<file path="src/sdf_pkg.sv">
// sdf_pkg: shared types and constants of the signed decimal formatter
// no dependencies; imported by sdf_bcd_conv and signed_decimal_formatter_unit
package sdf_pkg;

    // decimal digit slots, enough for the magnitude of a 64-bit value
    localparam int DIGIT_SLOTS = 20;
    localparam int DIGIT_IDX_W = 5;
    localparam int COUNT_W     = 5;

    // packed bcd digits, digit 0 is the least significant
    typedef logic [DIGIT_SLOTS-1:0][3:0] t_digits;

    // ascii codes
    localparam logic [7:0] CHAR_ZERO  = 8'h30;
    localparam logic [7:0] CHAR_MINUS = 8'h2D;
    localparam logic [7:0] CHAR_PLUS  = 8'h2B;
    localparam logic [7:0] CHAR_SPACE = 8'h20;
    localparam logic [7:0] CHAR_NONE  = 8'h00;

    // sign mode codes
    localparam logic [1:0] SIGN_MODE_NONE  = 2'd0;
    localparam logic [1:0] SIGN_MODE_PLUS  = 2'd1;
    localparam logic [1:0] SIGN_MODE_SPACE = 2'd2;

    // sequencer states
    typedef enum logic [4:0] {
        S_IDLE   = 5'b00001,
        S_CONV   = 5'b00010,
        S_SIZE   = 5'b00100,
        S_SIGN   = 5'b01000,
        S_DIGITS = 5'b10000
    } t_state;

endpackage

</file>
<file path="src/sdf_bcd_conv.sv">
// sdf_bcd_conv: iterative binary to bcd converter, shift-and-add-three, one bit per cycle
// depends on sdf_pkg
module sdf_bcd_conv
    import sdf_pkg::*;
#(
    parameter int VALUE_BITS = 32
) (
    input  logic                  i_clk,
    input  logic                  i_rst_n,
    input  logic                  i_load,
    input  logic [VALUE_BITS-1:0] i_mag,
    output logic                  o_done,
    output t_digits               o_digits
);

    localparam int CNT_W = $clog2(VALUE_BITS);

    logic [VALUE_BITS-1:0]    r_bin;
    t_digits                  r_bcd;
    logic [CNT_W-1:0]         r_cnt;
    logic                     r_run;
    logic                     r_done;
    t_digits                  n_adj;
    logic [DIGIT_SLOTS*4-1:0] n_adj_bits;

    // add three to every digit of five or more before the shift
    always_comb begin
        for (int i = 0; i < DIGIT_SLOTS; i++) begin
            n_adj[i] = (r_bcd[i] >= 4'd5) ? r_bcd[i] + 4'd3 : r_bcd[i];
        end
    end

    // adjusted digits as one flat word for the shift
    assign n_adj_bits = n_adj;

    // control: run until every value bit is shifted in, pulse done after the last shift
    always_ff @(posedge i_clk) begin
        if (!i_rst_n) begin
            r_run  <= 1'b0;
            r_done <= 1'b0;
        end else begin
            r_done <= 1'b0;
            if (i_load) begin
                r_run <= 1'b1;
            end else if (r_run && r_cnt == '0) begin
                r_run  <= 1'b0;
                r_done <= 1'b1;
            end
        end
    end

    // datapath: shift the next binary bit into the bcd word
    always_ff @(posedge i_clk) begin
        if (i_load) begin
            r_bin <= i_mag;
            r_bcd <= '0;
            r_cnt <= CNT_W'(VALUE_BITS - 1);
        end else if (r_run) begin
            r_bcd <= {n_adj_bits[DIGIT_SLOTS*4-2:0], r_bin[VALUE_BITS-1]};
            r_bin <= {r_bin[VALUE_BITS-2:0], 1'b0};
            r_cnt <= r_cnt - 1'b1;
        end
    end

    assign o_done   = r_done;
    assign o_digits = r_bcd;

endmodule

</file>
<file path="src/signed_decimal_formatter_unit.sv">
// signed_decimal_formatter_unit: printf style signed decimal conversion, top level
// depends on sdf_pkg and sdf_bcd_conv
//
// An item is taken when start is high and busy is low. The magnitude goes
// through a bit-serial bcd converter, the S_SIZE state sizes the digit
// field, then the text leaves one character per cycle, sign first, on
// o_character with o_valid high for one cycle and o_last on the final one.
// The converter shifts in one bit per cycle. An item whose text is empty
// gives no strobe. The receiver cannot stall: every character is
// presented exactly once and must be taken in that cycle.
module signed_decimal_formatter_unit
    import sdf_pkg::*;
#(
    parameter int MAX_CHARS  = 63,
    parameter int VALUE_BITS = 32
) (
    input  logic                         i_clk,
    input  logic                         i_rst_n,
    input  logic                         start,
    output logic                         busy,
    input  logic signed [VALUE_BITS-1:0] i_value,
    input  logic signed [6:0]            i_precision,
    input  logic [5:0]                   i_field_width,
    input  logic                         i_zero_pad,
    input  logic [1:0]                   i_sign_mode,
    output logic                         o_valid,
    output logic [7:0]                   o_character,
    output logic                         o_last
);

    t_state                r_state;
    t_state                n_state;
    logic [VALUE_BITS-1:0] r_mag_in;
    logic                  r_mag_zero;
    logic [6:0]            r_prec;
    logic [5:0]            r_width;
    logic                  r_zp;
    logic [7:0]            r_sign_char;
    logic                  r_has_sign;
    logic [COUNT_W-1:0]    r_dc;
    logic [6:0]            r_pos;
    logic                  r_valid;
    logic [7:0]            r_char;
    logic                  r_last;

    logic                  accept;
    logic                  in_neg;
    logic [VALUE_BITS-1:0] in_mag;
    logic                  conv_done;
    t_digits               digits;
    logic [COUNT_W-1:0]    n_dc;
    logic [6:0]            n_len;
    logic [6:0]            n_room;
    logic [6:0]            n_field;
    logic [7:0]            digit_char;

    assign accept = start && (r_state == S_IDLE);
    assign busy   = (r_state != S_IDLE);
    assign in_neg = i_value[VALUE_BITS-1];
    assign in_mag = in_neg ? (~i_value + 1'b1) : i_value;

    // magnitude to bcd converter
    sdf_bcd_conv #(
        .VALUE_BITS (VALUE_BITS)
    ) u_conv (
        .i_clk    (i_clk),
        .i_rst_n  (i_rst_n),
        .i_load   (accept),
        .i_mag    (r_mag_in),
        .o_done   (conv_done),
        .o_digits (digits)
    );

    // latch the item; the converter loads the magnitude at the same edge
    always_ff @(posedge i_clk) begin
        if (accept) begin
            r_mag_zero <= (i_value == '0);
            r_prec     <= i_precision;
            r_width    <= i_field_width;
            r_zp       <= i_zero_pad;
            if (in_neg) begin
                r_sign_char <= CHAR_MINUS;
                r_has_sign  <= 1'b1;
            end else if (i_sign_mode == SIGN_MODE_PLUS) begin
                r_sign_char <= CHAR_PLUS;
                r_has_sign  <= 1'b1;
            end else if (i_sign_mode == SIGN_MODE_SPACE) begin
                r_sign_char <= CHAR_SPACE;
                r_has_sign  <= 1'b1;
            end else begin
                r_sign_char <= CHAR_NONE;
                r_has_sign  <= 1'b0;
            end
        end
    end

    // the load reaches the converter in the same edge as the latch above
    always_comb begin
        r_mag_in = in_mag;
    end

    // digit count: highest nonzero digit, zero still has one digit
    always_comb begin
        n_dc = COUNT_W'(1);
        for (int i = 1; i < DIGIT_SLOTS; i++) begin
            if (digits[i] != 4'd0) begin
                n_dc = COUNT_W'(i + 1);
            end
        end
    end

    // digit field length from precision, zero fill and the width, capped to the room beside the sign
    always_comb begin
        n_len = {2'b00, n_dc};
        if (r_prec == 7'd0 && r_mag_zero) begin
            n_len = 7'd0;
        end else if (!r_prec[6] && r_prec >= {2'b00, n_dc}) begin
            n_len = r_prec;
        end else if (r_prec[6] && r_zp) begin
            if (r_has_sign) begin
                if (r_width != 6'd0 && ({1'b0, r_width} - 7'd1) >= {2'b00, n_dc}) begin
                    n_len = {1'b0, r_width} - 7'd1;
                end
            end else if ({1'b0, r_width} >= {2'b00, n_dc}) begin
                n_len = {1'b0, r_width};
            end
        end
        n_room  = 7'(MAX_CHARS) - {6'd0, r_has_sign};
        n_field = (n_len < n_room) ? n_len : n_room;
    end

    // character of the digit at the current position, fill zero above the digits
    always_comb begin
        if (r_pos < {2'b00, r_dc}) begin
            digit_char = CHAR_ZERO | {4'd0, digits[r_pos[DIGIT_IDX_W-1:0]]};
        end else begin
            digit_char = CHAR_ZERO;
        end
    end

    // sequencer next state
    always_comb begin
        n_state = r_state;
        unique case (r_state)
            S_IDLE: begin
                if (start) n_state = S_CONV;
            end
            S_CONV: begin
                if (conv_done) n_state = S_SIZE;
            end
            S_SIZE: begin
                if (r_has_sign) begin
                    n_state = S_SIGN;
                end else if (n_field != 7'd0) begin
                    n_state = S_DIGITS;
                end else begin
                    n_state = S_IDLE;
                end
            end
            S_SIGN: begin
                n_state = (r_pos == 7'h7F) ? S_IDLE : S_DIGITS;
            end
            S_DIGITS: begin
                if (r_pos == 7'd0) n_state = S_IDLE;
            end
            default: n_state = S_IDLE;
        endcase
    end

    // state, position counter and output transfer register
    always_ff @(posedge i_clk) begin
        if (!i_rst_n) begin
            r_state <= S_IDLE;
            r_valid <= 1'b0;
        end else begin
            r_state <= n_state;
            r_valid <= 1'b0;
            unique case (r_state)
                S_SIZE: begin
                    r_dc  <= n_dc;
                    r_pos <= n_field - 7'd1;
                end
                S_SIGN: begin
                    r_valid <= 1'b1;
                    r_char  <= r_sign_char;
                    r_last  <= (r_pos == 7'h7F);
                end
                S_DIGITS: begin
                    r_valid <= 1'b1;
                    r_char  <= digit_char;
                    r_last  <= (r_pos == 7'd0);
                    r_pos   <= r_pos - 7'd1;
                end
                default: begin
                end
            endcase
        end
    end

    assign o_valid     = r_valid;
    assign o_character = r_char;
    assign o_last      = r_last;

endmodule
</file>
<file path="config.mk">
export PLATFORM = sky130hd
export DESIGN_NAME = signed_decimal_formatter_unit
export DESIGN_NICKNAME = d
export VERILOG_FILES = /design/src/sdf_pkg.sv /design/src/sdf_bcd_conv.sv /design/src/signed_decimal_formatter_unit.sv
export SDC_FILE = /design/constraint.sdc
export NUM_CORES = 1
export LEC_CHECK = 0
export ABC_AREA = 0
export BUFFER_PORTS_ARGS = -buffer_cell sky130_fd_sc_hd__buf_2
export CORE_MARGIN = 2
export CORE_UTILIZATION = 63
export DETAILED_ROUTE_END_ITERATION = 10
export PLACE_DENSITY = 0.94
export SLEW_MARGIN = 20
export SYNTH_ARGS = -nofsm -noshare
export SYNTH_HDL_FRONTEND = slang
export SYNTH_SLANG_ARGS = --single-unit
</file>
<file path="constraint.sdc">
create_clock -name i_clk -period 9.4 [get_ports i_clk]
set_clock_uncertainty 0.05 [all_clocks]
set_input_delay 0.94 -clock i_clk [delete_from_list [all_inputs] [get_ports i_clk]]
set_output_delay 0.94 -clock i_clk [all_outputs]
set_load 0.02 [all_outputs]
</file>
# Word level (Yosys, flattened, before mapping)
# Index checks and enable logic that the tools add are counted.
[op_classes]
add_sub_neg = 26
magnitude_cmp = 26
eq_ne = 12
n_mux = 69
bitwise = 2
n_reduce_logical = 43
[op_table]
columns = ["operator", "count"]
rows = [
  ["2-to-1 mux 5 bit", 24],
  ["2-to-1 mux 32 bit", 3],
  ["2-to-1 mux 4 bit", 21],
  [">= comparator 4 x 3 -> 1 bit, second input constant", 20],
  ["adder 4 x 2 -> 4 bit, second input constant", 19],
  ["nonzero test 4 bit", 19],
  ["2-to-1 mux 7 bit", 6],
  ["adder 32 x 1 -> 32 bit, second input constant", 1],
  ["logical NOT 32 bit", 1],
  ["inverter 32 bit", 1],
  ["one-hot mux 5 bit (5 select lines)", 1],
  ["binary-select mux 4 bit (select 5 bit)", 1],
  ["one-hot mux 8 bit (2 select lines)", 1],
  [">= comparator 7 x 5 -> 1 bit", 2],
  ["logical NOT 7 bit", 2],
  ["one-hot mux 7 bit (2 select lines)", 1],
  ["subtractor 7 x 1 -> 7 bit, second input constant", 2],
  ["2-to-1 mux 6 bit", 2],
  ["nonzero test 2 bit", 4],
  ["== test 7 bit, second input constant", 1],
  ["less-than comparator 7 x 5 -> 1 bit", 1],
  ["less-than comparator 7 bit", 1],
  ["nonzero test 7 bit", 1],
  ["subtractor 6 x 1 -> 7 bit, first input constant", 1],
  ["27 further kinds", 42],
]
[word_totals]
ff_bits = 168
in_bits = 51
output_inout_bits = 11
word_cells = 215

# Longest topological paths before layout
# Gate-level depths: netlist (run 1).
[depth]
word_depth = 33
depth_mapped = 21
depth_no_buf = 21

# By module
# A second synthesis (run 1) with hierarchy kept.
[hier_totals]
cells_unflattened = 1146
hier_area_um2 = 10740.3
[by_module_without_submodules]
columns = ["mod", "instances", "cells_per_inst", "area_per_inst_um2", "seq_area_each_um2"]
rows = [
  ["sdf_bcd_conv", 1, 680, 6292.3, 2702.6],
  ["signed_decimal_formatter_unit", 1, 466, 4448.0, 1261.2],
]

# Worst setup path after synthesis (run 1)
# OpenSTA, ideal clock, no wires.
[synth_path]
path_type = "register -> register"
from = "register u_conv.r_bcd, in the netlist u_conv.o_digits[76]"
to = "register r_pos[6], data pin"
setup_ns = 0.259
arrival_time_ns = 4.439
t_required_ns = 9.091
setup_slack_ns = 4.652
stages_incl_launch_ff = 20
path_buffers = 0
synth_period_minus_slack_ns = 4.748
path_cell_list = "dfxtp_1 > inv_1 > ha_1 > or3b_2 > a2111oi_0 > o31ai_1 > a21oi_1 > ha_1 > nand2_1 > a31oi_1 > o21a_2 > mux2i_1 > o311ai_0 > o221a_2 > a41oi_2 > a21oi_1 > ha_1 > o2111ai_1 > mux2i_1 > or2_1"
[synth_via]
elab_chain_len = 13
word_cells_on_any_way = 17
classes_between = "add/sub (1); order compare (4); mux (9); reduce/logical (3)"
[synth_lines]
columns = ["item", "line", "rtl"]
rows = [
  ["start: declaration", "sdf_bcd_conv.sv:19", "t_digits r_bcd;"],
  ["start signal: assignment", "sdf_bcd_conv.sv:59", "r_bcd <= {n_adj_bits[DIGIT_SLOTS*4-2:0], r_bin[VALUE_BITS-1]};"],
  ["nonzero test 4 bit *", "signed_decimal_formatter_unit.sv:106", "if (digits[i] != 4'd0) begin"],
  ["2-to-1 mux 5 bit *", "signed_decimal_formatter_unit.sv:106", ""],
  ["named net n_dc[0]", "signed_decimal_formatter_unit.sv:51", "logic [COUNT_W-1:0] n_dc;"],
  [">= comparator 7 x 5 -> 1 bit", "signed_decimal_formatter_unit.sv:121", "if (r_width != 6'd0 && ({1'b0, r_width} - 7'd1) >= {2'b00, n_dc}) begin"],
  ["logical AND 1 bit", "signed_decimal_formatter_unit.sv:121", ""],
  ["2-to-1 mux 7 bit", "signed_decimal_formatter_unit.sv:121", ""],
  ["2-to-1 mux 7 bit", "signed_decimal_formatter_unit.sv:120", "if (r_has_sign) begin"],
  ["2-to-1 mux 7 bit", "signed_decimal_formatter_unit.sv:119", "end else if (r_prec[6] && r_zp) begin"],
  ["2-to-1 mux 7 bit *", "signed_decimal_formatter_unit.sv:117", "end else if (!r_prec[6] && r_prec >= {2'b00, n_dc}) begin"],
  ["2-to-1 mux 7 bit *", "signed_decimal_formatter_unit.sv:115", "if (r_prec == 7'd0 && r_mag_zero) begin"],
  ["less-than comparator 7 bit", "signed_decimal_formatter_unit.sv:129", "n_field = (n_len < n_room) ? n_len : n_room;"],
  ["2-to-1 mux 7 bit *", "signed_decimal_formatter_unit.sv:129", ""],
  ["subtractor 7 x 1 -> 7 bit *", "signed_decimal_formatter_unit.sv:181", "r_pos <= n_field - 7'd1;"],
  ["one-hot mux 7 bit (2 select lines) *", "signed_decimal_formatter_unit.sv:178", "unique case (r_state)"],
  ["end signal: assignment", "signed_decimal_formatter_unit.sv:181", ""],
  ["end signal: assignment", "signed_decimal_formatter_unit.sv:192", "r_pos <= r_pos - 7'd1;"],
  ["end: declaration", "signed_decimal_formatter_unit.sv:41", "logic [6:0] r_pos;"],
]
# Mark *: on every way through the listed nets, which the timed path passes. The rest lies on a longest branch.
# A chain may end at the register's enable or synchronous reset.

# Worst setup path in the final report (run 1)
# Same ends and word-level chain as after synthesis.

==> results of run 1 <==
-- synthesized netlist by cell type, types with 23 or more instances --
| cell | number | area share |
|---|---|---|
| sky130_fd_sc_hd__a211oi_1 | 26 | 0.018 |
| sky130_fd_sc_hd__a21oi_1 | 96 | 0.045 |
| sky130_fd_sc_hd__clkbuf_1 | 43 | 0.015 |
| sky130_fd_sc_hd__dfxtp_1 | 93 | 0.17 |
| sky130_fd_sc_hd__edfxtp_1 | 70 | 0.20 |
| sky130_fd_sc_hd__ha_1 | 74 | 0.086 |
| sky130_fd_sc_hd__inv_1 | 66 | 0.023 |
| sky130_fd_sc_hd__mux2i_1 | 29 | 0.027 |
| sky130_fd_sc_hd__mux4_2 | 23 | 0.048 |
| sky130_fd_sc_hd__nand2_1 | 107 | 0.037 |
| sky130_fd_sc_hd__nand3_1 | 34 | 0.016 |
| sky130_fd_sc_hd__nor2_1 | 125 | 0.044 |
| sky130_fd_sc_hd__nor2b_1 | 31 | 0.018 |
| sky130_fd_sc_hd__o21ai_0 | 103 | 0.048 |
| sky130_fd_sc_hd__xnor2_1 | 30 | 0.024 |
| sky130_fd_sc_hd__xor2_1 | 32 | 0.026 |
-- cell type report --
class,instances,area (sq um)
Inverter,68,256
Sequential cell,163,3970
Clock buffer,20,447
Tap cell,220,275
Multi-Input combinational cell,916,6300
Fill cell,1152,4880
Clock inverter,11,174
Timing Repair Buffer,66,348
-- registers in the layout (all words and copies together), names as in the netlist, 4 cells and up --
register / cells
u_conv.r_bin: 32
r_prec: 7
r_width: 6
o_character: 6
r_state: 5
r_sign_char: 4
u_conv.o_digits: 80
u_conv.r_cnt: 5
r_pos: 7
r_dc: 5
-- kinds of logic after synthesis --
| logic type | count (synthesis) |
|---|---|
| AND/OR/NAND/NOR | 426 |
| other | 1 |
| adder cells (fa/ha/maj) | 74 |
| AO/OA/AOI/OAI | 300 |
| XOR/XNOR | 62 |
| buffers and inverters | 119 |
| flip-flops | 163 |
| multiplexers | 52 |
-- metrics by stage --
step,std cells,hold slack [ps],area (sq um)
2_1_floorplan,1198,407,10700
3_3_place_gp,1433,415,11100
3_5_place_dp,1433,435,11100
4_1_cts,1464,455,11800
5_1_grt,1464,472,11800
6_report,1464,456,11800
-- per-layer routing --
layer,vias to the layer above,part of all wire,global-route usage
met1,4302,0.40,0.354
met3,82,0.070,0.0563
li1,4398,-,-
met2,386,0.49,0.509
met4,0,0.040,0.143
met5,-,0,0
-- worst max path at each step --
stage / start / end / slack (ps) / cells after the start
floorplan: u_conv.o_digits[76]$_SDFFE_PP0P_ / r_pos[6]$_DFFE_PP_ / 4650 / 19
global placement: u_conv.o_digits[76]$_SDFFE_PP0P_ / r_pos[6]$_DFFE_PP_ / 4150 / 19
detailed placement: u_conv.o_digits[16]$_SDFFE_PP0P_ / r_pos[6]$_DFFE_PP_ / 3910 / 19
CTS: u_conv.o_digits[76]$_SDFFE_PP0P_ / r_pos[6]$_DFFE_PP_ / 3740 / 19
global route: u_conv.o_digits[76]$_SDFFE_PP0P_ / r_pos[6]$_DFFE_PP_ / 3310 / 19
finish: u_conv.o_digits[76]$_SDFFE_PP0P_ / r_pos[6]$_DFFE_PP_ / 3620 / 19
-- report_power, final --
group / internal, mW / switching, mW
Clock: 0.452 / 0.293
Combinational: 0.571 / 0.826
Sequential: 0.919 / 0.153
-- cell usage in the layout, fill, tap and decap left out, types with 5 or more instances in the layout --
cell                        instances
sky130_fd_sc_hd__or4_1              7
sky130_fd_sc_hd__mux4_2            23
sky130_fd_sc_hd__nor3b_1           21
sky130_fd_sc_hd__nand4_1            6
sky130_fd_sc_hd__nor2b_1           31
sky130_fd_sc_hd__a211oi_1          26
sky130_fd_sc_hd__o21ai_0          103
sky130_fd_sc_hd__nand2_1          107
sky130_fd_sc_hd__a31oi_1            8
sky130_fd_sc_hd__or3b_2             8
sky130_fd_sc_hd__xor2_1            32
sky130_fd_sc_hd__ha_1              74
sky130_fd_sc_hd__mux2i_1           29
sky130_fd_sc_hd__nand2b_1          20
sky130_fd_sc_hd__o31ai_1           16
sky130_fd_sc_hd__buf_4              7
sky130_fd_sc_hd__buf_2             59
sky130_fd_sc_hd__edfxtp_1          70
sky130_fd_sc_hd__xnor2_1           30
sky130_fd_sc_hd__inv_1             65
sky130_fd_sc_hd__clkbuf_16         17
sky130_fd_sc_hd__a21oi_1           96
sky130_fd_sc_hd__or3_1              6
sky130_fd_sc_hd__nor4_1             9
sky130_fd_sc_hd__nor2_1           125
sky130_fd_sc_hd__dfxtp_1           92
sky130_fd_sc_hd__o41ai_1            5
sky130_fd_sc_hd__o211ai_1           6
sky130_fd_sc_hd__nor3_1            20
sky130_fd_sc_hd__nand3_1           34
-- critical path, stage by stage, from the launching register on --
cell	delay [ps]
sky130_fd_sc_hd__dfxtp_1	340
sky130_fd_sc_hd__inv_1	130
sky130_fd_sc_hd__ha_1	180
sky130_fd_sc_hd__or3b_2	550
sky130_fd_sc_hd__a2111oi_0	560
sky130_fd_sc_hd__o31ai_1	160
sky130_fd_sc_hd__a21oi_1	550
sky130_fd_sc_hd__ha_1	340
sky130_fd_sc_hd__nand2b_1	130
sky130_fd_sc_hd__a31oi_1	310
sky130_fd_sc_hd__o31a_1	300
sky130_fd_sc_hd__o211ai_1	110
sky130_fd_sc_hd__a211oi_1	370
sky130_fd_sc_hd__or2_2	200
sky130_fd_sc_hd__a41oi_2	180
sky130_fd_sc_hd__a21oi_1	240
sky130_fd_sc_hd__ha_1	230
sky130_fd_sc_hd__o2111ai_1	200
sky130_fd_sc_hd__mux2i_1	170
sky130_fd_sc_hd__or2_1	230
==> tab_implementation.tex, run 1 <==
\begin{tabular}{lr}
\hline
Metric & Value \\
\hline
\multicolumn{2}{l}{\textbf{Status}} \\
\quad Result of the run & complete, no violations \\
\multicolumn{2}{l}{\textbf{Drt}} \\
\quad First DRT Iteration DRCs & 866 \\
\quad Total wirelength of the detailed-routed design & 25700 microns \\
\quad Number of remaining DRC errors & 0 \\
\quad Vias & 9168 \\
\quad Detail-routed net length per standard cell & 17.5 microns \\
\quad First-pass iteration count of the detailed router & 5 \\
\quad Vias per Instance & 6.26 \\
\quad Post-route ant nets & 0 \\
\multicolumn{2}{l}{\textbf{STA}} \\
\quad Max Slew Vio Count & 0 \\
\quad Setup TNS Final & 0 ps \\
\quad Final min period & 5780 ps \\
\quad Final-report hold violation count & 0 \\
\quad Peak Freq & 173 MHz \\
\quad Worst slew pin tran & 1150 ps \\
\quad Final cycle utilization of the critical path & 0.615 \\
\quad Max-Slew Margin vs Limit & 0.235 \\
\quad Setup repair after global routing missed its margin & false \\
\quad Setup-violating endpoint count in the final report & 0 \\
\quad Final critical-path setup slack & 3620 ps \\
\multicolumn{2}{l}{\textbf{Critical path}} \\
\quad R2R setup slack & 3620 ps \\
\quad Worst Reg2Reg Path Length in Cells & 19 \\
\quad Launching point of the worst reg2reg path & u\_conv.o\_digits[76]\$\_SDFFE\_PP0P\_ \\
\quad Critical Path AT & 5920 ps \\
\quad Nature of the critical path endpoint & flop \\
\quad Crit path launch type & flop \\
\quad Worst Path Max Fanout & 6 \\
\quad Critical register-to-register path endpoint & r\_pos[6]\$\_DFFE\_PP\_ \\
\quad Critical path data required time & 9550 ps \\
\quad Kind of critical path & flop to flop \\
\multicolumn{2}{l}{\textbf{Synthesis}} \\
\quad Simple logic cell fraction of the synthesized area & 0.199 \\
\quad Mapped Area & 10700 sq um \\
\quad Share of synthesized registers carrying an async set or reset & 0 \\
\quad Number of synthesized flops with an enable pin & 70 \\
\quad Synth Warn \# & 0 \\
\quad Post-synth cell types & 76 \\
\quad Main synth FF type & sky130\_fd\_sc\_hd\_\_dfxtp\_1 \\
\quad Share of cell area taken by muxes after synthesis & 0.0752 \\
\quad Synthesized area per cell & 8.98 sq um \\
\quad Number of flip-flops and latches in the synthesized netlist & 163 \\
\quad Sequential cell area fraction in the yosys report & 0.369 \\
\quad Largest family of logic cells by synthesized area & simple AND/OR/NAND/NOR gates \\
\quad Adder and majority cell fraction of the synthesized area & 0.0862 \\
\quad Compound-Gate Fraction of Synth Area & 0.174 \\
\quad Parity-gate share of the synthesized area counting xor and xnor cells & 0.0505 \\
\quad Mapped Cells & 1197 \\
\multicolumn{2}{l}{\textbf{Power and ir drop}} \\
\quad Leakage power figure & 4.42 nW \\
\quad Power per cell area & 273 nW/um\^{}2 \\
\quad Overall power & 3.22 mW \\
\quad Largest voltage drop on the vdd net & 0.193 mV \\
\multicolumn{2}{l}{\textbf{Global route}} \\
\quad Pin count of the biggest net entering global routing & 81 \\
\quad Gr ovfl total & 0 \\
\quad Global-route wire length before repair & 42500 microns \\
\quad Number of global-route vias before repair & 8944 \\
\quad GR Util All Layers & 0.294 \\
\quad Antenna violations before repair & 0 \\
\multicolumn{2}{l}{\textbf{Clock tree}} \\
\quad \# resized after CTS & 0 \\
\quad Clock insertion delay at the later pin of the skew report & 450 ps \\
\quad Setup Buffers After CTS & 0 \\
\quad TritonCTS clock tree & done \\
\quad Total of hold buffers inserted after clock tree synthesis & 0 \\
\quad Sink Count & 163 \\
\quad Number of CTS-inserted buffers & 17 \\
\quad Number of levels the H-tree was split into & 4 \\
\quad Clock-pin slew on the worst setup and hold paths & 60 ps \\
\quad Max Buffers Root-to-Sink & 2 \\
\quad Root cell of the clock tree & sky130\_fd\_sc\_hd\_\_clkbuf\_16 \\
\multicolumn{2}{l}{\textbf{Finish}} \\
\quad End-of-flow core utilization & 0.707 \\
\quad Layout cell share with drive strength beyond 1 & 0.119 \\
\quad \# nets final & 1357 \\
\quad Synth-to-layout area growth & 9.49\% \\
\quad Count of antenna diodes in the layout & 0 \\
\multicolumn{2}{l}{\textbf{Placement}} \\
\quad Place WS & 3910 ps \\
\quad HPWL reported at the end of detailed placement & 18000 microns \\
\quad Gpl congestion & 0.944 \\
\quad Port-buffer cells & 59 \\
\multicolumn{2}{l}{\textbf{Hold path}} \\
\quad Start point of the worst min-delay path & u\_conv.r\_cnt[4]\$\_SDFFE\_PP1P\_ \\
\quad Cell depth of the worst min-delay path & 2 \\
\quad Hold WC Path Type & flop to flop \\
\quad Sink of the worst hold path & u\_conv.r\_cnt[4]\$\_SDFFE\_PP1P\_ \\
\multicolumn{2}{l}{\textbf{Floorplanning}} \\
\quad Cell row count & 47 \\
\quad DIE HEIGHT & 135 microns \\
\quad Die area & 18100 sq um \\
\quad Horizontal die dimension & 135 microns \\
\quad Floorplan core area & 16600 sq um \\
\quad Initial cell density of the core & 0.646 \\
\quad IO Pins & 62 \\
\multicolumn{2}{l}{\textbf{Run}} \\
\quad Maxcap violations & 0 \\
\hline
\end{tabular}
(Power assumes the default switching activity.)
==> run 2, diff against run 1 <==
--- a/config.mk
+++ b/config.mk
@@ -8,9 +8,9 @@
 export ABC_AREA = 0
 export BUFFER_PORTS_ARGS = -buffer_cell sky130_fd_sc_hd__buf_2
 export CORE_MARGIN = 2
-export CORE_UTILIZATION = 63
+export CORE_UTILIZATION = 62
 export DETAILED_ROUTE_END_ITERATION = 10
-export PLACE_DENSITY = 0.94
+export PLACE_DENSITY = 0.93
 export SLEW_MARGIN = 20
 export SYNTH_ARGS = -nofsm -noshare
 export SYNTH_HDL_FRONTEND = slang
==> constraint.sdc (replaced) <==
create_clock -name i_clk -period 5.9 [get_ports i_clk]
set_clock_uncertainty 0.05 [all_clocks]
set_input_delay 0.59 -clock i_clk [delete_from_list [all_inputs] [get_ports i_clk]]
set_output_delay 0.59 -clock i_clk [all_outputs]
set_load 0.02 [all_outputs]
==> tab_implementation.tex, run 2 (synthesized netlist as in run 1, its figures left out) <==
\begin{tabular}{lr}
\hline
Metric & Value \\
\hline
\multicolumn{2}{l}{\textbf{Status}} \\
\quad Result of the run & complete, no violations \\
\multicolumn{2}{l}{\textbf{Drt}} \\
\quad Vias & 9236 \\
\quad Post-route ant nets & 0 \\
\quad First DRT Iteration DRCs & 905 \\
\quad Total wirelength of the detailed-routed design & 25900 microns \\
\quad Vias per Instance & 6.28 \\
\quad First-pass iteration count of the detailed router & 7 \\
\quad Detail-routed net length per standard cell & 17.7 microns \\
\quad Number of remaining DRC errors & 0 \\
\multicolumn{2}{l}{\textbf{Critical path}} \\
\quad Worst Path Max Fanout & 5 \\
\quad Nature of the critical path endpoint & flop \\
\quad Kind of critical path & flop to flop \\
\quad Crit path launch type & flop \\
\quad Critical path data required time & 6040 ps \\
\quad Critical Path AT & 5560 ps \\
\multicolumn{2}{l}{\textbf{Run}} \\
\quad Maxcap violations & 0 \\
\multicolumn{2}{l}{\textbf{Placement}} \\
\quad Gpl congestion & 0.988 \\
\quad Port-buffer cells & 59 \\
\quad Dpl cells & 1438 \\
\quad HPWL reported at the end of detailed placement & 18100 microns \\
\multicolumn{2}{l}{\textbf{Floorplanning}} \\
\quad IO Pins & 62 \\
\quad Horizontal die dimension & 136 microns \\
\quad Floorplan core area & 17100 sq um \\
\quad Initial cell density of the core & 0.628 \\
\quad DIE HEIGHT & 136 microns \\
\quad Die area & 18400 sq um \\
\quad Cell row count & 48 \\
\multicolumn{2}{l}{\textbf{Global route}} \\
\quad Global-route wire length before repair & 43100 microns \\
\quad Antenna violations before repair & 0 \\
\quad Number of global-route vias before repair & 9002 \\
\quad GR Util All Layers & 0.292 \\
\quad Pin count of the biggest net entering global routing & 72 \\
\quad Gr ovfl total & 0 \\
\multicolumn{2}{l}{\textbf{STA}} \\
\quad Final min period & 5430 ps \\
\quad Setup-violating endpoint count in the final report & 0 \\
\quad Final cycle utilization of the critical path & 0.920 \\
\quad Setup TNS Final & 0 ps \\
\quad Worst slew pin tran & 1140 ps \\
\quad Max-Slew Margin vs Limit & 0.241 \\
\quad Peak Freq & 184 MHz \\
\quad Final-report hold violation count & 0 \\
\quad Max Slew Vio Count & 0 \\
\quad Setup repair after global routing missed its margin & false \\
\multicolumn{2}{l}{\textbf{Finish}} \\
\quad Final Instance Count excl. Fillers & 1470 \\
\quad Max reg flops & 80 \\
\quad Most frequent standard cell in the layout excluding fill and tap cells & sky130\_fd\_sc\_hd\_\_nor2\_1 \\
\quad Synth-to-layout area growth & 9.01\% \\
\quad \# nets final & 1357 \\
\quad Commonest cells after routing, fill and taps aside & 125 x sky130\_fd\_sc\_hd\_\_nor2\_1, 107 x sky130\_fd\_sc\_hd\_\_nand2\_1, 103 x sky130\_fd\_sc\_hd\_\_o21ai\_0 \\
\quad Count of antenna diodes in the layout & 0 \\
\quad Layout cell share with drive strength beyond 1 & 0.121 \\
\multicolumn{2}{l}{\textbf{Power and ir drop}} \\
\quad Cell internal power dissipation & 2.97 mW \\
\quad Leakage power figure & 4.38 nW \\
\quad Switching power as a share of total power & 0.409 \\
\quad Combinational share of power & 0.445 \\
\quad Net switching component of the power & 2.06 mW \\
\quad Share of total power in the clock network & 0.213 \\
\quad Share of total power in sequential cells & 0.342 \\
\quad Largest voltage drop on the vdd net & 0.292 mV \\
\quad Power per cell area & 429 nW/um\^{}2 \\
\multicolumn{2}{l}{\textbf{Clock tree}} \\
\quad Clock insertion delay at the later pin of the skew report & 430 ps \\
\quad Max Buffers Root-to-Sink & 2 \\
\quad \# resized after CTS & 0 \\
\quad Sink Count & 163 \\
\quad TritonCTS clock tree & done \\
\quad Root cell of the clock tree & sky130\_fd\_sc\_hd\_\_clkbuf\_16 \\
\quad Clock-pin slew on the worst setup and hold paths & 70 ps \\
\quad Number of levels the H-tree was split into & 4 \\
\quad Total of hold buffers inserted after clock tree synthesis & 0 \\
\quad Setup Buffers After CTS & 0 \\
\quad Number of CTS-inserted buffers & 17 \\
\multicolumn{2}{l}{\textbf{Hold path}} \\
\quad Hold WC Path Type & input port to flop \\
\hline
\end{tabular}
==> run 2: layer usage <==
layer	wire length (microns)	track usage	vias up
met5	0	0	-
met4	959	0.128	0
met1	10300	0.351	4349
met3	1780	0.0542	94
li1	-	-	4390
met2	12900	0.512	403
==> run 2: stage by stage <==
step,util,power [mW],hold slack [ps],setup slack [ps],instance area (sq um)
2_1_floorplan,-,3.33,407,1150,10700
3_3_place_gp,0.651,3.77,414,681,11200
5_1_grt,0.684,5.36,269,140,11700
6_report,0.684,5.02,277,473,11700
4_1_cts,0.684,4.97,273,474,11700
3_5_place_dp,0.651,3.88,424,515,11200
==> run 2: path summary, 6_finish.rpt <==
kind | depth (start not counted) | slack, ps | endpoint | start
worst max-delay path | 19 | 470 | r_pos[6]$_DFFE_PP_ | u_conv.o_digits[24]$_SDFFE_PP0P_
worst min-delay path | 1 | 280 | r_prec[3]$_DFFE_PP_ | i_precision[3]
worst max register to register | 19 | 470 | r_pos[6]$_DFFE_PP_ | u_conv.o_digits[24]$_SDFFE_PP0P_
worst min register to register | 2 | 430 | u_conv.o_digits[0]$_SDFFE_PP0P_ | u_conv.r_bin[31]$_DFFE_PP_
==> run 2: power groups by stage <==
stage	Sequential (mW)	Combinational, mW	Clock [mW]
2_1_floorplan	1.64	1.70	0
3_3_place_gp	1.71	2.06	0
3_5_place_dp	1.73	2.15	0
4_1_cts	1.71	2.19	1.07
5_1_grt	1.75	2.48	1.13
6_report	1.72	2.23	1.07
==> run 2: final cells by class <==
type	instances	area (sq um)
inverter	68	256
clock buffer	18	429
timing repair buffer	66	348
clock inverter	14	130
sequential	163	3970
multi-input combinational	916	6300
tap	225	282
fill	1248	5400
==> run 2: worst max-delay path: stages, from the launching register on <==
cell	delay, ps
sky130_fd_sc_hd__dfxtp_1	340
sky130_fd_sc_hd__inv_1	130
sky130_fd_sc_hd__ha_1	260
sky130_fd_sc_hd__or3b_2	490
sky130_fd_sc_hd__nor4_1	340
sky130_fd_sc_hd__o41ai_1	160
sky130_fd_sc_hd__a21oi_1	450
sky130_fd_sc_hd__ha_1	340
sky130_fd_sc_hd__a21o_1	160
sky130_fd_sc_hd__a31oi_1	290
sky130_fd_sc_hd__o31a_1	330
sky130_fd_sc_hd__o211ai_1	120
sky130_fd_sc_hd__a211oi_1	350
sky130_fd_sc_hd__or2_2	190
sky130_fd_sc_hd__a41oi_2	160
sky130_fd_sc_hd__a21oi_1	200
sky130_fd_sc_hd__ha_1	220
sky130_fd_sc_hd__o2111ai_1	200
sky130_fd_sc_hd__mux2i_1	170
sky130_fd_sc_hd__or2_1	230
==> run 3, diff against run 2 <==
--- a/config.mk
+++ b/config.mk
@@ -5,7 +5,7 @@
 export SDC_FILE = /design/constraint.sdc
 export NUM_CORES = 1
 export LEC_CHECK = 0
-export ABC_AREA = 0
+export ABC_AREA = 1
 export BUFFER_PORTS_ARGS = -buffer_cell sky130_fd_sc_hd__buf_2
 export CORE_MARGIN = 2
 export CORE_UTILIZATION = 62
==> tab_implementation.tex, run 3 <==
\begin{tabular}{lr}
\hline
Metric & Value \\
\hline
\multicolumn{2}{l}{\textbf{Hold path}} \\
\quad Hold WC Path Type & input port to flop \\
\quad Sink of the worst hold path & r\_width[4]\$\_DFFE\_PP\_ \\
\quad Cell depth of the worst min-delay path & 1 \\
\quad Start point of the worst min-delay path & i\_field\_width[4] \\
\multicolumn{2}{l}{\textbf{Placement}} \\
\quad Place WS & 846 ps \\
\quad Cell Area, Placed & 11100 sq um \\
\quad Gpl congestion & 0.921 \\
\quad Port-buffer cells & 59 \\
\quad HPWL reported at the end of detailed placement & 18100 microns \\
\multicolumn{2}{l}{\textbf{Finish}} \\
\quad Max reg flops & 80 \\
\quad Commonest cells after routing, fill and taps aside & 233 x sky130\_fd\_sc\_hd\_\_nand2\_1, 225 x sky130\_fd\_sc\_hd\_\_inv\_1, 173 x sky130\_fd\_sc\_hd\_\_o21ai\_0 \\
\quad Layout cell share with drive strength beyond 1 & 0.116 \\
\quad Synth-to-layout area growth & 9.94\% \\
\quad Fillcell total & 1247 \\
\quad \# nets final & 1569 \\
\quad Final design area excluding fillers & 11800 sq um \\
\quad Most frequent standard cell in the layout excluding fill and tap cells & sky130\_fd\_sc\_hd\_\_nand2\_1 \\
\quad Count of antenna diodes in the layout & 0 \\
\multicolumn{2}{l}{\textbf{Clock tree}} \\
\quad Number of CTS-inserted buffers & 17 \\
\quad Number of levels the H-tree was split into & 4 \\
\quad Max Buffers Root-to-Sink & 2 \\
\quad TritonCTS clock tree & done \\
\quad Clock-pin slew on the worst setup and hold paths & 70 ps \\
\quad Sink Count & 163 \\
\quad Root cell of the clock tree & sky130\_fd\_sc\_hd\_\_clkbuf\_16 \\
\quad Clock insertion delay at the later pin of the skew report & 450 ps \\
\quad Total of hold buffers inserted after clock tree synthesis & 0 \\
\quad Setup Buffers After CTS & 0 \\
\quad \# resized after CTS & 0 \\
\multicolumn{2}{l}{\textbf{Critical path}} \\
\quad Critical Path AT & 5480 ps \\
\quad Kind of critical path & flop to flop \\
\quad Nature of the critical path endpoint & flop \\
\quad Most numerous cell on the critical path & sky130\_fd\_sc\_hd\_\_nand2\_1 \\
\quad Number of buffer and inverter instances along the worst setup path & 4 \\
\quad Cell with the largest stage delay on the worst path & sky130\_fd\_sc\_hd\_\_dfxtp\_1 \\
\quad Number of logic stages on the critical path including buffering & 47 \\
\quad Setup crit start & u\_conv.o\_digits[8]\$\_SDFFE\_PP0P\_ \\
\quad Critical path data required time & 6020 ps \\
\quad R2R setup slack & 540 ps \\
\quad Critical register-to-register path endpoint & r\_pos[4]\$\_DFFE\_PP\_ \\
\quad Kind of cell with the highest combined delay on the critical path & simple AND/OR/NAND/NOR gates \\
\quad Crit path launch type & flop \\
\quad Launching point of the worst reg2reg path & u\_conv.o\_digits[8]\$\_SDFFE\_PP0P\_ \\
\quad Max incr delay on CP & 350 ps \\
\quad Worst Reg2Reg Path Length in Cells & 47 \\
\quad Worst Path Max Fanout & 10 \\
\multicolumn{2}{l}{\textbf{Floorplanning}} \\
\quad Floorplan core area & 17100 sq um \\
\quad IO Pins & 62 \\
\quad Horizontal die dimension & 135 microns \\
\quad Cell row count & 48 \\
\quad Initial cell density of the core & 0.627 \\
\quad DIE HEIGHT & 135 microns \\
\quad Die area & 18300 sq um \\
\multicolumn{2}{l}{\textbf{STA}} \\
\quad Max Slew Vio Count & 0 \\
\quad Final min period & 5360 ps \\
\quad Peak Freq & 187 MHz \\
\quad Worst slew pin tran & 1090 ps \\
\quad Final cycle utilization of the critical path & 0.908 \\
\quad Final critical-path setup slack & 540 ps \\
\quad Final-report hold violation count & 0 \\
\quad Max-Slew Margin vs Limit & 0.272 \\
\quad Setup repair after global routing missed its margin & false \\
\quad Setup TNS Final & 0 ps \\
\quad Setup-violating endpoint count in the final report & 0 \\
\multicolumn{2}{l}{\textbf{Drt}} \\
\quad Vias per Instance & 6.02 \\
\quad Detail-routed net length per standard cell & 16.5 microns \\
\quad Number of remaining DRC errors & 2 \\
\quad Total wirelength of the detailed-routed design & 27700 microns \\
\quad First DRT Iteration DRCs & 1069 \\
\quad First-pass iteration count of the detailed router & 11 \\
\quad Vias & 10128 \\
\quad Post-route ant nets & 0 \\
\multicolumn{2}{l}{\textbf{Synthesis}} \\
\quad Synth Warn \# & 0 \\
\quad Ranking of synthesized cells by area & sky130\_fd\_sc\_hd\_\_edfxtp\_1 20\%, sky130\_fd\_sc\_hd\_\_dfxtp\_1 17\%, sky130\_fd\_sc\_hd\_\_ha\_1 8.7\% \\
\quad Share of synthesized registers carrying an async set or reset & 0 \\
\quad Area leader, netlist & sky130\_fd\_sc\_hd\_\_edfxtp\_1 \\
\quad Mapped Area & 10700 sq um \\
\quad Ranking of synthesized cells by instance count & 234 x sky130\_fd\_sc\_hd\_\_nand2\_1, 225 x sky130\_fd\_sc\_hd\_\_inv\_1, 173 x sky130\_fd\_sc\_hd\_\_o21ai\_0, 93 x sky130\_fd\_sc\_hd\_\_dfxtp\_1, 88 x sky130\_fd\_sc\_hd\_\_a21oi\_1 \\
\quad Main synth FF type & sky130\_fd\_sc\_hd\_\_dfxtp\_1 \\
\quad Synthesized area per cell & 7.61 sq um \\
\quad Number of flip-flops and latches in the synthesized netlist & 163 \\
\quad Post-synth cell types & 52 \\
\quad Sequential cell area fraction in the yosys report & 0.371 \\
\quad Mapped Cells & 1406 \\
\quad Cell with the most instances after synthesis & sky130\_fd\_sc\_hd\_\_nand2\_1 \\
\quad Post-synth top area share & 0.197 \\
\quad Number of synthesized flops with an enable pin & 70 \\
\multicolumn{2}{l}{\textbf{Power and ir drop}} \\
\quad Power per cell area & 410 nW/um\^{}2 \\
\quad Largest voltage drop on the vdd net & 0.316 mV \\
\quad Overall power & 4.83 mW \\
\quad Leakage power figure & 5.63 nW \\
\multicolumn{2}{l}{\textbf{Status}} \\
\quad Result of the run & complete, but fails checks \\
\quad Failing checks & DRC \\
\multicolumn{2}{l}{\textbf{Global route}} \\
\quad Gr ovfl total & 0 \\
\quad Antenna violations before repair & 0 \\
\quad Number of global-route vias before repair & 9931 \\
\quad Pin count of the biggest net entering global routing & 72 \\
\quad Global-route wire length before repair & 45700 microns \\
\quad GR Util All Layers & 0.308 \\
\multicolumn{2}{l}{\textbf{Run}} \\
\quad Maxcap violations & 0 \\
\hline
\end{tabular}
==> run 3: layout make-up <==
| type | count | area [sq um] | area share |
|---|---|---|---|
| clock buffers | 17 | 425 | 0.0362 |
| multi-input cells | 939 | 5590 | 0.475 |
| clock inverters | 15 | 193 | 0.0164 |
| repair buffers | 65 | 340 | 0.0289 |
| flip-flops and latches | 163 | 3960 | 0.337 |
| inverters | 258 | 968 | 0.0824 |
| well taps | 225 | 282 | 0.0239 |
==> run 3: worst max-delay path by stage <==
stage | slack, ps | endpoint
finish | 540 | r_pos[4]$_DFFE_PP_
global route | 90 | r_pos[4]$_DFFE_PP_
CTS | 700 | r_pos[4]$_DFFE_PP_
detailed placement | 850 | r_pos[4]$_DFFE_PP_
global placement | 1210 | r_pos[4]$_DFFE_PP_
floorplan | 1590 | r_pos[4]$_DFFE_PP_
==> run 3: cells by family after synthesis <==
| kind of cell | Yosys count | share of synthesized area |
|---|---|---|
| compound gates | 374 | 0.202 |
| xor+xnor | 66 | 0.0540 |
| fa+ha+maj | 74 | 0.0866 |
| buf+inv | 305 | 0.108 |
| flops | 163 | 0.371 |
| other cells | 1 | 0.000351 |
| simple gates | 423 | 0.178 |
==> run 3: routing by layer <==
layer  share of wire  up-vias  wire length [microns]  global-route usage
li1                -     4757                      -                   -
met2            0.49      562                  13500               0.520
met4           0.046        0                   1270               0.183
met3           0.085      136                   2360              0.0614
met5               0        -                      0                   0
met1            0.38     4673                  10500               0.364
==> run 3: worst reg2reg max path: cells and delay by family (launching register included) <==
kind                       cells  cell delay (ps)
DFF                            1              350
AOI/OAI and AO/OA              5              800
buffers and inverters          4              390
xor gates and xnor gates       1              150
and+or+nand+nor               34             2580
adders and majority gates      3              770
==> run 3: power breakdown <==
part	switching, mW	total [mW]	leakage, nW	internal, mW
clock	0.506	1.18	0.295	0.677
combinational	1.45	1.99	3.90	0.545
sequential	0.120	1.65	1.43	1.53
total	2.07	4.83	5.63	2.75
==> run 3: per-stage QoR <==
stage / cells / util / hold WS, ps
after floorplan: 1407 / - / 373
after global placement: 1650 / 0.653 / 388
after detailed placement: 1650 / 0.653 / 396
after CTS: 1682 / 0.689 / 266
after global routing: 1682 / 0.689 / 270
final: 1682 / 0.689 / 268
